--- config.mk ---
export PLATFORM = sky130hd
export DESIGN_NAME = quicksort_sorter_flat
export DESIGN_NICKNAME = d
export VERILOG_FILES = /design/src/rtl/qs_pkg.sv /design/src/rtl/qs_if.sv /design/src/rtl/quicksort_sorter.sv /design/src/rtl/qs_ctrl.sv /design/src/rtl/qs_datapath.sv /design/src/flat_wrapper.sv
export SDC_FILE = /design/constraint.sdc
export NUM_CORES = 2
export LEC_CHECK = 0
export ABC_CLOCK_PERIOD_IN_PS = 9300
export BUFFER_PORTS_ARGS = -buffer_cell sky130_fd_sc_hd__buf_2
export CAP_MARGIN = 10
export CORE_MARGIN = 4
export CORE_UTILIZATION = 25
export DETAILED_ROUTE_END_ITERATION = 7
export PLACE_DENSITY = 0.35
export SETUP_SLACK_MARGIN = 0.5
export SYNTH_ARGS = -nofsm -noshare
export SYNTH_HDL_FRONTEND = slang
export SYNTH_HIERARCHICAL = 1
export SYNTH_SLANG_ARGS = --single-unit
--- constraint.sdc ---
create_clock -name clk -period 9.3 [get_ports clk]
set_clock_uncertainty 0.2 [all_clocks]
set_input_delay 0.465 -clock clk [delete_from_list [all_inputs] [get_ports clk]]
set_output_delay 0.465 -clock clk [all_outputs]
set_load 0.1 [all_outputs]
--- src/rtl/qs_pkg.sv ---
`timescale 1ns / 1ps
// ----------------------------------------------------------------------------
// qs_pkg
// Shared widths, defaults and controller/datapath handshake structs.
// ----------------------------------------------------------------------------
package qs_pkg;

	localparam int DATA_W           = 32;
	localparam int MAX_ELEMENTS_DEF = 64;

	typedef struct packed {
		logic in_ready;
		logic pop;
		logic pop_load;
		logic pivot;
		logic rd;
		logic cmp;
		logic swap;
		logic fin;
		logic push_r;
		logic emit_rd;
		logic emit_ld;
	} qs_cmd_t;

	typedef struct packed {
		logic in_valid;
		logic in_last;
		logic n_lt2;
		logic sp_zero;
		logic k_eq_hi;
		logic less;
		logic place_eq_k;
		logic e_last;
		logic out_free;
	} qs_stat_t;

endpackage

--- src/rtl/qs_if.sv ---
`timescale 1ns / 1ps
// ----------------------------------------------------------------------------
// qs_in_if / qs_out_if
// Valid/ready channels for input elements and sorted results.
// ----------------------------------------------------------------------------
interface qs_in_if import qs_pkg::*; ();
	logic                     valid;
	logic                     ready;
	logic signed [DATA_W-1:0] value;
	logic                     last_item;

	modport source (output valid, value, last_item, input ready);
	modport sink   (input valid, value, last_item, output ready);
endinterface

interface qs_out_if import qs_pkg::*; ();
	logic                     valid;
	logic                     ready;
	logic signed [DATA_W-1:0] sorted_value;
	logic                     end_of_set;
	logic                     overflowed;

	modport source (output valid, sorted_value, end_of_set, overflowed, input ready);
	modport sink   (input valid, sorted_value, end_of_set, overflowed, output ready);
endinterface

--- src/rtl/quicksort_sorter.sv ---
`timescale 1ns / 1ps
// ----------------------------------------------------------------------------
// quicksort_sorter
// Collects a set of signed values, sorts it by quicksort (Lomuto partition,
// explicit range stack) and streams it out in ascending order.
// ----------------------------------------------------------------------------
//  channel  dir  payload                                   beat
//  in_ch    in   value[31:0], last_item                    valid & ready
//  out_ch   out  sorted_value[31:0], end_of_set, overflowed valid & ready
//
//  Load: one input beat per cycle. Sort: read and compare states per
//  partition compare, a swap state per exchange; the single write port
//  of the element store sets this. Emit: a read and a load per result.
//  Reset clears count, stack pointer, overflow, output valid and state only.
//  An output stall holds the emit sequence; input is refused while busy.
// ----------------------------------------------------------------------------
module quicksort_sorter import qs_pkg::*; #(
	parameter int MAX_ELEMENTS = MAX_ELEMENTS_DEF
) (
	input  logic     clk,
	input  logic     arst_n,
	qs_in_if.sink    in_ch,
	qs_out_if.source out_ch
);

	qs_cmd_t  cmd;
	qs_stat_t stat;

	assign in_ch.ready = cmd.in_ready;

	qs_ctrl u_ctrl (
		.clk    (clk),
		.arst_n (arst_n),
		.stat   (stat),
		.cmd    (cmd)
	);

	qs_datapath #(
		.MAX_ELEMENTS (MAX_ELEMENTS)
	) u_dp (
		.clk       (clk),
		.arst_n    (arst_n),
		.cmd       (cmd),
		.stat      (stat),
		.in_valid  (in_ch.valid),
		.in_value  (in_ch.value),
		.in_last   (in_ch.last_item),
		.out_valid (out_ch.valid),
		.out_ready (out_ch.ready),
		.out_value (out_ch.sorted_value),
		.out_end   (out_ch.end_of_set),
		.out_ovf   (out_ch.overflowed)
	);

endmodule

--- src/rtl/qs_ctrl.sv ---
`timescale 1ns / 1ps
// ----------------------------------------------------------------------------
// qs_ctrl
// Sequencer for load, Lomuto partition passes, range stack and emit.
// ----------------------------------------------------------------------------
module qs_ctrl import qs_pkg::*; (
	input  logic     clk,
	input  logic     arst_n,
	input  qs_stat_t stat,
	output qs_cmd_t  cmd
);

	typedef enum logic [3:0] {
		S_LOAD,
		S_POP,
		S_POPW,
		S_PIVOT,
		S_RD,
		S_CMP,
		S_SWAP,
		S_FIN,
		S_PUSHR,
		S_EMIT,
		S_EMITLD
	} state_t;

	state_t state_q;

	always_ff @(posedge clk or negedge arst_n) begin
		if (!arst_n) begin
			state_q <= S_LOAD;
		end else begin
			case (state_q)
				S_LOAD: begin
					if (stat.in_valid && stat.in_last) begin
						state_q <= stat.n_lt2 ? S_EMIT : S_POP;
					end
				end
				S_POP:    state_q <= stat.sp_zero ? S_EMIT : S_POPW;
				S_POPW:   state_q <= S_PIVOT;
				S_PIVOT:  state_q <= S_CMP;
				S_RD:     state_q <= S_CMP;
				S_CMP: begin
					if (stat.k_eq_hi) begin
						state_q <= S_FIN;
					end else if (stat.less && !stat.place_eq_k) begin
						state_q <= S_SWAP;
					end else begin
						state_q <= S_RD;
					end
				end
				S_SWAP:   state_q <= S_RD;
				S_FIN:    state_q <= S_PUSHR;
				S_PUSHR:  state_q <= S_POP;
				S_EMIT: begin
					if (stat.out_free) begin
						state_q <= S_EMITLD;
					end
				end
				S_EMITLD: state_q <= stat.e_last ? S_LOAD : S_EMIT;
				default:  state_q <= S_LOAD;
			endcase
		end
	end

	always_comb begin
		cmd          = '0;
		cmd.in_ready = (state_q == S_LOAD);
		cmd.pop      = (state_q == S_POP) && !stat.sp_zero;
		cmd.pop_load = (state_q == S_POPW);
		cmd.pivot    = (state_q == S_PIVOT);
		cmd.rd       = (state_q == S_RD);
		cmd.cmp      = (state_q == S_CMP);
		cmd.swap     = (state_q == S_SWAP);
		cmd.fin      = (state_q == S_FIN);
		cmd.push_r   = (state_q == S_PUSHR);
		cmd.emit_rd  = (state_q == S_EMIT) && stat.out_free;
		cmd.emit_ld  = (state_q == S_EMITLD);
	end

endmodule

--- src/rtl/qs_datapath.sv ---
`timescale 1ns / 1ps
// ----------------------------------------------------------------------------
// qs_datapath
// Element store, range stack, partition registers and output register.
// ----------------------------------------------------------------------------
module qs_datapath import qs_pkg::*; #(
	parameter int MAX_ELEMENTS = MAX_ELEMENTS_DEF
) (
	input  logic                     clk,
	input  logic                     arst_n,
	input  qs_cmd_t                  cmd,
	output qs_stat_t                 stat,
	input  logic                     in_valid,
	input  logic signed [DATA_W-1:0] in_value,
	input  logic                     in_last,
	output logic                     out_valid,
	input  logic                     out_ready,
	output logic signed [DATA_W-1:0] out_value,
	output logic                     out_end,
	output logic                     out_ovf
);

	localparam int IDX_W = $clog2(MAX_ELEMENTS);
	localparam int CNT_W = $clog2(MAX_ELEMENTS + 1);

	typedef struct packed {
		logic [IDX_W-1:0] lo;
		logic [IDX_W-1:0] hi;
	} range_t;

	logic signed [DATA_W-1:0] store_mem [MAX_ELEMENTS];
	range_t                   stack_mem [MAX_ELEMENTS];

	logic [CNT_W-1:0]         count_q;
	logic [CNT_W-1:0]         sp_q;
	logic                     ovf_q;
	logic                     out_valid_q;

	logic [IDX_W-1:0]         lo_q, hi_q, k_q, place_q, e_q;
	logic signed [DATA_W-1:0] pivot_q, rd_a_q, rd_b_q;
	range_t                   stk_rd_q;

	logic                     accept, has_room;
	logic [CNT_W-1:0]         n_after;
	logic                     less, push_l_ok, push_r_ok, e_last;

	logic                     st_we;
	logic [IDX_W-1:0]         st_waddr;
	logic signed [DATA_W-1:0] st_wdata;
	logic                     sk_we;
	range_t                   sk_wdata;
	logic [IDX_W-1:0]         rd_a_addr;
	logic                     rd_a_en, rd_b_en;

	assign accept    = cmd.in_ready && in_valid;
	assign has_room  = count_q < CNT_W'(MAX_ELEMENTS);
	assign n_after   = count_q + CNT_W'(has_room);
	assign less      = rd_a_q < pivot_q;
	assign push_l_ok = {1'b0, place_q} > ({1'b0, lo_q} + (IDX_W + 1)'(1));
	assign push_r_ok = ({1'b0, place_q} + (IDX_W + 1)'(1)) < {1'b0, hi_q};
	assign e_last    = (CNT_W'(e_q) + CNT_W'(1)) == count_q;

	always_comb begin
		stat            = '0;
		stat.in_valid   = in_valid;
		stat.in_last    = in_last;
		stat.n_lt2      = n_after < CNT_W'(2);
		stat.sp_zero    = (sp_q == '0);
		stat.k_eq_hi    = (k_q == hi_q);
		stat.less       = less;
		stat.place_eq_k = (place_q == k_q);
		stat.e_last     = e_last;
		stat.out_free   = !out_valid_q || out_ready;
	end

	// store write port
	always_comb begin
		st_we    = 1'b0;
		st_waddr = count_q[IDX_W-1:0];
		st_wdata = in_value;
		if (accept) begin
			st_we = has_room;
		end else if (cmd.cmp && (k_q == hi_q)) begin
			st_we    = 1'b1;
			st_waddr = place_q;
			st_wdata = pivot_q;
		end else if (cmd.cmp && less && (place_q != k_q)) begin
			st_we    = 1'b1;
			st_waddr = place_q;
			st_wdata = rd_a_q;
		end else if (cmd.swap) begin
			st_we    = 1'b1;
			st_waddr = k_q;
			st_wdata = rd_b_q;
		end else if (cmd.fin) begin
			st_we    = 1'b1;
			st_waddr = hi_q;
			st_wdata = rd_b_q;
		end
	end

	// stack push
	always_comb begin
		sk_we    = 1'b0;
		sk_wdata = '0;
		if (accept) begin
			sk_we       = in_last && (n_after >= CNT_W'(2));
			sk_wdata.hi = IDX_W'(n_after - CNT_W'(1));
		end else if (cmd.fin) begin
			sk_we       = push_l_ok;
			sk_wdata.lo = lo_q;
			sk_wdata.hi = place_q - IDX_W'(1);
		end else if (cmd.push_r) begin
			sk_we       = push_r_ok;
			sk_wdata.lo = place_q + IDX_W'(1);
			sk_wdata.hi = hi_q;
		end
	end

	assign rd_a_en   = cmd.pop_load || cmd.pivot || cmd.rd || cmd.emit_rd;
	assign rd_b_en   = cmd.pivot || cmd.rd;
	assign rd_a_addr = cmd.pop_load ? stk_rd_q.hi : (cmd.emit_rd ? e_q : k_q);

	always_ff @(posedge clk) begin
		if (st_we) begin
			store_mem[st_waddr] <= st_wdata;
		end
		if (rd_a_en) begin
			rd_a_q <= store_mem[rd_a_addr];
		end
		if (rd_b_en) begin
			rd_b_q <= store_mem[place_q];
		end
	end

	always_ff @(posedge clk) begin
		if (sk_we) begin
			stack_mem[sp_q[IDX_W-1:0]] <= sk_wdata;
		end
		if (cmd.pop) begin
			stk_rd_q <= stack_mem[IDX_W'(sp_q - CNT_W'(1))];
		end
	end

	always_ff @(posedge clk or negedge arst_n) begin
		if (!arst_n) begin
			count_q     <= '0;
			sp_q        <= '0;
			ovf_q       <= 1'b0;
			out_valid_q <= 1'b0;
		end else begin
			if (accept) begin
				if (has_room) begin
					count_q <= count_q + CNT_W'(1);
				end else begin
					ovf_q <= 1'b1;
				end
			end
			if (sk_we) begin
				sp_q <= sp_q + CNT_W'(1);
			end else if (cmd.pop) begin
				sp_q <= sp_q - CNT_W'(1);
			end
			if (cmd.emit_ld && e_last) begin
				count_q <= '0;
				ovf_q   <= 1'b0;
			end
			if (cmd.emit_ld) begin
				out_valid_q <= 1'b1;
			end else if (out_ready) begin
				out_valid_q <= 1'b0;
			end
		end
	end

	always_ff @(posedge clk) begin
		if (accept && in_last) begin
			e_q <= '0;
		end else if (cmd.emit_ld) begin
			e_q <= e_q + IDX_W'(1);
		end
		if (cmd.pop_load) begin
			lo_q    <= stk_rd_q.lo;
			hi_q    <= stk_rd_q.hi;
			k_q     <= stk_rd_q.lo;
			place_q <= stk_rd_q.lo;
		end else if (cmd.cmp && (k_q != hi_q)) begin
			if (less) begin
				place_q <= place_q + IDX_W'(1);
			end
			if (!(less && (place_q != k_q))) begin
				k_q <= k_q + IDX_W'(1);
			end
		end else if (cmd.swap) begin
			k_q <= k_q + IDX_W'(1);
		end
		if (cmd.pivot) begin
			pivot_q <= rd_a_q;
		end
		if (cmd.emit_ld) begin
			out_value <= rd_a_q;
			out_end   <= e_last;
			out_ovf   <= ovf_q;
		end
	end

	assign out_valid = out_valid_q;

endmodule

--- src/flat_wrapper.sv ---
// flat-port wrapper written by rule: the top's interface ports become plain ports
module quicksort_sorter_flat import qs_pkg::*;
#(
	parameter int MAX_ELEMENTS = MAX_ELEMENTS_DEF
)
  (clk, arst_n, in_ch_valid, in_ch_value, in_ch_last_item, in_ch_ready, out_ch_valid, out_ch_sorted_value, out_ch_end_of_set, out_ch_overflowed, out_ch_ready);
  qs_in_if in_ch_i ();
  qs_out_if out_ch_i ();
  input  logic clk;
  input  logic arst_n;
  input wire logic [$bits(in_ch_i.valid)-1:0] in_ch_valid;
  input wire logic [$bits(in_ch_i.value)-1:0] in_ch_value;
  input wire logic [$bits(in_ch_i.last_item)-1:0] in_ch_last_item;
  output wire logic [$bits(in_ch_i.ready)-1:0] in_ch_ready;
  output wire logic [$bits(out_ch_i.valid)-1:0] out_ch_valid;
  output wire logic [$bits(out_ch_i.sorted_value)-1:0] out_ch_sorted_value;
  output wire logic [$bits(out_ch_i.end_of_set)-1:0] out_ch_end_of_set;
  output wire logic [$bits(out_ch_i.overflowed)-1:0] out_ch_overflowed;
  input wire logic [$bits(out_ch_i.ready)-1:0] out_ch_ready;
  assign in_ch_i.valid = in_ch_valid;
  assign in_ch_i.value = in_ch_value;
  assign in_ch_i.last_item = in_ch_last_item;
  assign in_ch_ready = in_ch_i.ready;
  assign out_ch_valid = out_ch_i.valid;
  assign out_ch_sorted_value = out_ch_i.sorted_value;
  assign out_ch_end_of_set = out_ch_i.end_of_set;
  assign out_ch_overflowed = out_ch_i.overflowed;
  assign out_ch_i.ready = out_ch_ready;
  quicksort_sorter #(.MAX_ELEMENTS(MAX_ELEMENTS)) u_core (.clk(clk), .arst_n(arst_n), .in_ch(in_ch_i), .out_ch(out_ch_i));
endmodule
Word-level counts from Yosys, hierarchy flattened
Memory sizes are Yosys's and may differ from the RTL's. A register that Yosys moved wholly into a read port is not among the register bits.
Index checks and enable logic that the tools add are counted.
{"block": "op_classes", "n_addsub": 12, "n_mul": 0, "n_div": 0, "n_lt_le_gt_ge": 6, "eq_ne": 19, "shifts": 0, "mux": 53, "n_bitwise": 0, "n_reduce_logical": 36}
{"cell": "two-way mux 32 bit", "n": 5}
{"cell": "two-way mux 6 bit", "n": 16}
{"cell": "one-hot mux 4 bit (10 select lines)", "n": 1}
{"cell": "two-way mux 7 bit", "n": 5}
{"cell": "< comparator 32 bit", "n": 1}
{"cell": "two-way mux 12 bit", "n": 2}
{"cell": "adder 6 x 1 -> 7 bit, second input constant", "n": 3}
{"cell": "two-way mux 4 bit", "n": 5}
{"cell": "adder 6 x 1 -> 6 bit, second input constant", "n": 3}
{"cell": "two-way mux 1 bit", "n": 17}
{"cell": "== test 4 x 3 -> 1 bit, second input constant", "n": 4}
{"cell": "adder 7 x 1 -> 7 bit, second input constant", "n": 2}
{"cell": "logical AND 1 bit", "n": 13}
{"cell": "== test 4 bit, second input constant", "n": 3}
{"cell": "== test 6 bit", "n": 2}
{"cell": "inequality test 6 bit", "n": 2}
{"cell": "nonzero test 2 bit", "n": 6}
{"cell": "subtractor 6 x 1 -> 6 bit, second input constant", "n": 2}
{"cell": "AND reduction 2 bit", "n": 5}
{"cell": "== test 4 x 2 -> 1 bit, second input constant", "n": 2}
{"cell": "adder 7 x 1 -> 7 bit", "n": 1}
{"cell": "== test 7 bit", "n": 1}
{"cell": ">= comparator 7 x 2 -> 1 bit, second input constant", "n": 1}
{"cell": "> comparator 6 x 7 -> 1 bit", "n": 1}
{"cell": "15 further kinds", "n": 23}
{"block": "totals", "ff_bits": 116, "latch_bits": 0, "ram_bits": 2816, "mem_bits_ro": 0, "out_inout_bits": 36, "elab_cells": 142, "memories": 2}
{"name": "u_core.u_dp.store_mem", "words": 64, "word_bits": 32, "read_ports": 2, "rd_clocked_by_memory_dff": 2, "write_ports": 1, "line": "qs_datapath.sv:31", "source": "logic signed [DATA_W-1:0] store_mem [MAX_ELEMENTS];"}
{"name": "u_core.u_dp.stack_mem", "words": 64, "word_bits": 12, "read_ports": 1, "rd_clocked_by_memory_dff": 1, "write_ports": 1, "line": "qs_datapath.sv:32", "source": "range_t stack_mem [MAX_ELEMENTS];"}

Depth between registers and ports, before layout
{"block": "depth", "word_depth": 8, "depth_mapped": 18}

Modules after synthesis
The synthesis kept the hierarchy.
{"mod": "qs_datapath", "instances": 1, "cells_each": 6431, "area_each_um2": 134009.8, "seq_area_each_um2": 90066.4}
{"mod": "qs_ctrl", "instances": 1, "cells_each": 53, "area_each_um2": 429.2, "seq_area_each_um2": 100.1}

Worst setup path before layout
Ideal clock, no wire load.
{"block": "synth_path", "path_kind": "reg2reg", "startpoint": "reg u_core.u_ctrl.state_q[2]", "endpoint": "mem u_core.u_dp.store_mem[26][0] (enable)", "setup_ps": 513, "t_arrival_ps": 6154, "required_ps": 8587, "path_slack_ps": 2433, "path_stages_with_launch": 10, "path_cell_list": "dfrtp_1 > buf_6 > or2_4 > nor3_4 > nand2_1 > clkbuf_1 > o22a_2 > nor2_1 > nand2_1 > nor4b_1"}
{"block": "synth_via", "word_cells_on_any_way": 20}
{"element": "start: declaration", "line": "qs_ctrl.sv:27", "source": "state_t state_q;"}
{"element": "start signal: assignment", "line": "qs_ctrl.sv:36", "source": "state_q <= stat.n_lt2 ? S_EMIT : S_POP;"}
{"element": "start signal: assignment", "line": "qs_ctrl.sv:39", "source": "S_POP: state_q <= stat.sp_zero ? S_EMIT : S_POPW;"}
{"element": "start signal: assignment", "line": "qs_ctrl.sv:60", "source": "S_EMITLD: state_q <= stat.e_last ? S_LOAD : S_EMIT;"}
{"element": "logical NOT 4 bit *", "line": "qs_ctrl.sv:68", "source": "cmd.in_ready = (state_q == S_LOAD);"}
{"element": "via in_ch_ready", "line": "flat_wrapper.sv:14", "source": "output wire logic [$bits(in_ch_i.ready)-1:0] in_ch_ready;"}
{"element": "logical AND 1 bit *", "line": "qs_datapath.sv:55", "source": "assign accept = cmd.in_ready && in_valid;"}
{"element": "two-way mux 1 bit", "line": "qs_datapath.sv:81", "source": "if (accept) begin"}
{"element": "two-way mux 1 bit", "line": "qs_datapath.sv:125", "source": "if (st_we) begin"}
{"element": "two-way mux 1 bit (not written as such)", "line": "qs_datapath.sv:126", "source": "store_mem[st_waddr] <= st_wdata;"}
{"element": "end: declaration", "line": "qs_datapath.sv:31"}
Mark *: on every way through the listed nets, which the timed path passes. The rest lies on a longest branch.

Final worst setup path
{"block": "layout_path", "startpoint": "reg u_core.u_dp.rd_a_q[14] (read register of u_core.u_dp.store_mem)", "endpoint": "mem u_core.u_dp.store_mem[62][24] (enable)"}
{"block": "layout_via", "elab_chain_cells": 8, "word_cells_on_any_way": 11}
{"element": "start: declaration", "line": "qs_datapath.sv:40", "source": "logic signed [DATA_W-1:0] pivot_q, rd_a_q, rd_b_q;"}
{"element": "< comparator 32 bit *", "line": "qs_datapath.sv:58", "source": "assign less = rd_a_q < pivot_q;"}
{"element": "logical AND 1 bit * (2 in a row)", "line": "qs_datapath.sv:87", "source": "end else if (cmd.cmp && less && (place_q != k_q)) begin"}
{"element": "two-way mux 1 bit", "line": "qs_datapath.sv:87"}
{"element": "two-way mux 1 bit", "line": "qs_datapath.sv:83", "source": "end else if (cmd.cmp && (k_q == hi_q)) begin"}
{"element": "two-way mux 1 bit", "line": "qs_datapath.sv:81"}
{"element": "two-way mux 1 bit", "line": "qs_datapath.sv:125"}
{"element": "two-way mux 1 bit (not written as such)", "line": "qs_datapath.sv:126"}
Every way passes the cells marked *; elsewhere a longest branch is shown, timed or not.

==> impl_metrics.yaml <==
clock_tree:
  clk_pin_slew_ns: 0.05
  cts_resized: 0
  cts-root-buf: "clkbuf_16"
  clock_path_buffers: 4
  numCtsBuffers: 367
  htree_levels: 5
  cts_sinks: 3008
  insertion_delay_ns: 0.98
  cts_tree: "done"
yosys:
  synth.net_count: 6576
  synth_largest_area_cell: "edfxtp_1"
  synth-edff-count: 2982
  ys_ff_latch: 3008
  yosys_warnings: 6
  synth_ff_type: "edfxtp_1"
  syn_inst: 6484
  synth_area_mm2: 0.134
  yosysMostFrequentCell: "edfxtp_1"
  postSynthAreaPerCell_um2: 20.7
  synth_cell_types: 76
  synth_top_area_frac: 0.666
  yosysSeqAreaShare: 0.671
  ys_top_cells_by_count: "2982 x edfxtp_1, 1436 x mux4_2, 300 x clkbuf_1"
  synth-async-reset-ratio: 0.00665
  synth_area_leaders: "edfxtp_1 67%, mux4_2 24%, mux2i_1 1.3%, a211oi_1 1.3%, clkbuf_1 0.84%"
routing:
  routed_via_density: 4.94
  drt_pass1_iterations: 6
  drtIter0Drc: 5561
  routed_wl_um: 498000
  postRouteAntennaNets: 0
  top_layer: "met5"
  m1WireLength_um: 216000
  route.met3.wl_um: 18800
  dr_wl_met2_um: 248000
  drc: 0
  vias: 70300
  avgRoutedWirePerCell_um: 35.0
power_and_ir_drop:
  ir_worst_vdd_mv: 0.293
  cellPowerDensity_mw_per_mm2: 367
  finalPower_mw: 57.6
  p_leak_nw: 47.9
global_route:
  grt_max_degree: 111
  grt_antenna_before_repair: 40
  grt_overflow_total: 0
  grt_pass1_vias: 74700
  grt_use_total: 0.178
  grt_pass1_wl_um: 674000
die:
  dieHeight_um: 741
  placementRows: 269
  ios: 73
  fp.dieArea_mm2: 0.550
  start_util: 0.251
  core_area_mm2: 0.536
  die_width_um: 741
sta:
  layout_worst_path_cycle_share: 0.753
  setup_violations: 0
  drv_slew: 0
  hold_slack_ns: 0.0849
  rsz0062_at_grt: "false"
  setup_tns_ns: 0
  relSlewSlack: 0.177
  timing.final.ws_setup_ns: 2.30
  final_hold_viol_count: 0
  fmaxAchievable_mhz: 143
  worst_slew_pin_slew_ns: 1.23
  min_period_ns: 7.00
worst_setup_path:
  cp_top_family: "compound AO/OA/AOI/OAI gates"
  worstSetupPathType: "reg2reg"
  r2r_cells: 12
  end_kind: "flip-flop"
  cp_num_cells: 12
  r2r_slack_ns: 2.30
  worst_path_max_delay_cell: "a211oi_2"
  crit_required_ns: 9.64
  critPathLaunchType: "flip-flop"
  crit_chain: "ha_1 > and4_1 > o211ai_1 > o32ai_1 > o211ai_1 > a211oi_2 > nor3_2 > o311a_1 > or2_4 > or3b_1 > nor2_4 > buf_4"
  crit_top_cell: "o211ai_1"
  critPathMaxStageDelay_ns: 0.92
  critPathBufInv: 1
  crit-reg2reg-launch: "u_core/u_dp/rd_a_q[14]"
  crit_end: "u_core/u_dp/store_mem[62][24]"
  critPathLaunch: "u_core/u_dp/rd_a_q[14]"
  path_max_fanout: 17
  arrival_ns: 7.34
  reg2reg_to: "u_core/u_dp/store_mem[62][24]"
placed_design:
  place.gp.congestion: 0.766
  io_buffer_count: 72
  dp_slack_ns: 2.24
  dp_hpwl_um: 300000
  place_area_mm2: 0.146
  dp.cells: 13500
layout:
  area_growth_pct: 16.9
  final_area_mm2: 0.157
  fin_util: 0.293
  drive_gt1_frac: 0.350
  fin_cells: 14200
  nets: 6819
hold_path:
  hold_path.class: "in2reg"
outcome:
  status: "complete, no violations"
flow_run:
  maxCapViolCount: 0
state kept, by name, indices dropped and copies added (netlist names), 12 cells and up:
signal and count:
u_core/u_dp/rd_a_q 32, u_core/u_dp/out_value 32, u_core/u_dp/stack_mem 768, u_core/u_dp/stk_rd_q 12, u_core/u_dp/rd_b_q 32, u_core/u_dp/store_mem 2048, u_core/u_dp/pivot_q 32
cell usage in the layout, fill, tap and decap left out, types with 11 or more instances in the layout:
| cell type | synthesis | routed |
|---|---|---|
| edfxtp_1 | 2982 | 2982 |
| mux4_2 | 1436 | 1436 |
| clkbuf_16 | 0 | 371 |
| buf_4 | 5 | 262 |
| a211oi_1 | 232 | 229 |
| mux2i_1 | 179 | 179 |
| nand2_1 | 159 | 157 |
| a21oi_1 | 164 | 157 |
| nor2_1 | 213 | 138 |
| nor2b_1 | 134 | 134 |
| clkinv_1 | 0 | 90 |
| clkbuf_1 | 300 | 86 |
| buf_2 | 53 | 72 |
| nor2_4 | 0 | 67 |
| clkinv_2 | 0 | 63 |
| inv_1 | 59 | 59 |
| o21ai_0 | 58 | 54 |
| ha_1 | 55 | 54 |
| xnor2_1 | 35 | 32 |
| a31oi_4 | 0 | 31 |
| buf_12 | 0 | 25 |
| nand3_1 | 25 | 25 |
| diode_2 | 0 | 23 |
| xor2_1 | 23 | 22 |
| bufinv_16 | 0 | 19 |
| nor2_2 | 11 | 19 |
| dfrtp_1 | 20 | 19 |
| nand2b_1 | 14 | 14 |
| dlygate4sd3_1 | 0 | 11 |
worst min-delay path by stage:
stage | startpoint | to | slack (ns) | cells past startpoint
2_1_floorplan | arst_n | u_core/u_ctrl/state_q[0] | -0.03 | 0
3_3_place_gp | u_core/u_dp/ovf_q | u_core/u_dp/out_ovf | 0.26 | 0
3_5_place_dp | u_core/u_dp/ovf_q | u_core/u_dp/out_ovf | 0.25 | 0
4_1_cts | in_ch_value[11] | u_core/u_dp/store_mem[59][11] | 0.006 | 3
5_1_grt | in_ch_value[11] | u_core/u_dp/store_mem[59][11] | 0.07 | 3
6_report | in_ch_value[11] | u_core/u_dp/store_mem[59][11] | 0.08 | 3
timing repair:
item,CTS,global route
buffers inserted,0,0
hold buffers,12,0
hold endpoints to repair,95,0
layer usage:
metal	global-route usage	up-vias
met5	0	-
met2	0.304	1777
met4	0.0523	2
met3	0.0187	552
met1	0.239	39500
li1	-	28500
logic make-up (layout without fill, tap and decap cells):
| family | count (synthesis) | count (layout) | synth area share |
|---|---|---|---|
| flops | 3008 | 3008 | 0.671 |
| mux | 1617 | 1617 | 0.254 |
| simple gates | 642 | 642 | 0.0233 |
| buf+inv | 555 | 1094 | 0.0164 |
| compound gates | 549 | 549 | 0.0266 |
| xor+xnor | 58 | 58 | 0.00378 |
| fa+ha+maj | 55 | 55 | 0.00512 |
| other cells | 0 | 23 | 0 |
final cells by class:
type,instances,area (µm²)
Antenna cell,23,57.6
Clock buffer,458,9620
Clock inverter,207,1780
Fill cell,52100,379000
Inverter,59,221
Multi-Input combinational cell,2921,43300
Sequential cell,3008,90200
Tap cell,7181,8980
Timing Repair Buffer,370,2940
worst min-delay path, stage by stage:
cell and delay [ns]:
buf_2 0.15, nor2_1 0.20, a31oi_4 0.19
report_power, final:
group          internal, mW  switching (mW)
logic                  9.28            16.1
registers              18.0           0.520
clock network          7.88            5.91
(Power assumes the default switching activity.)
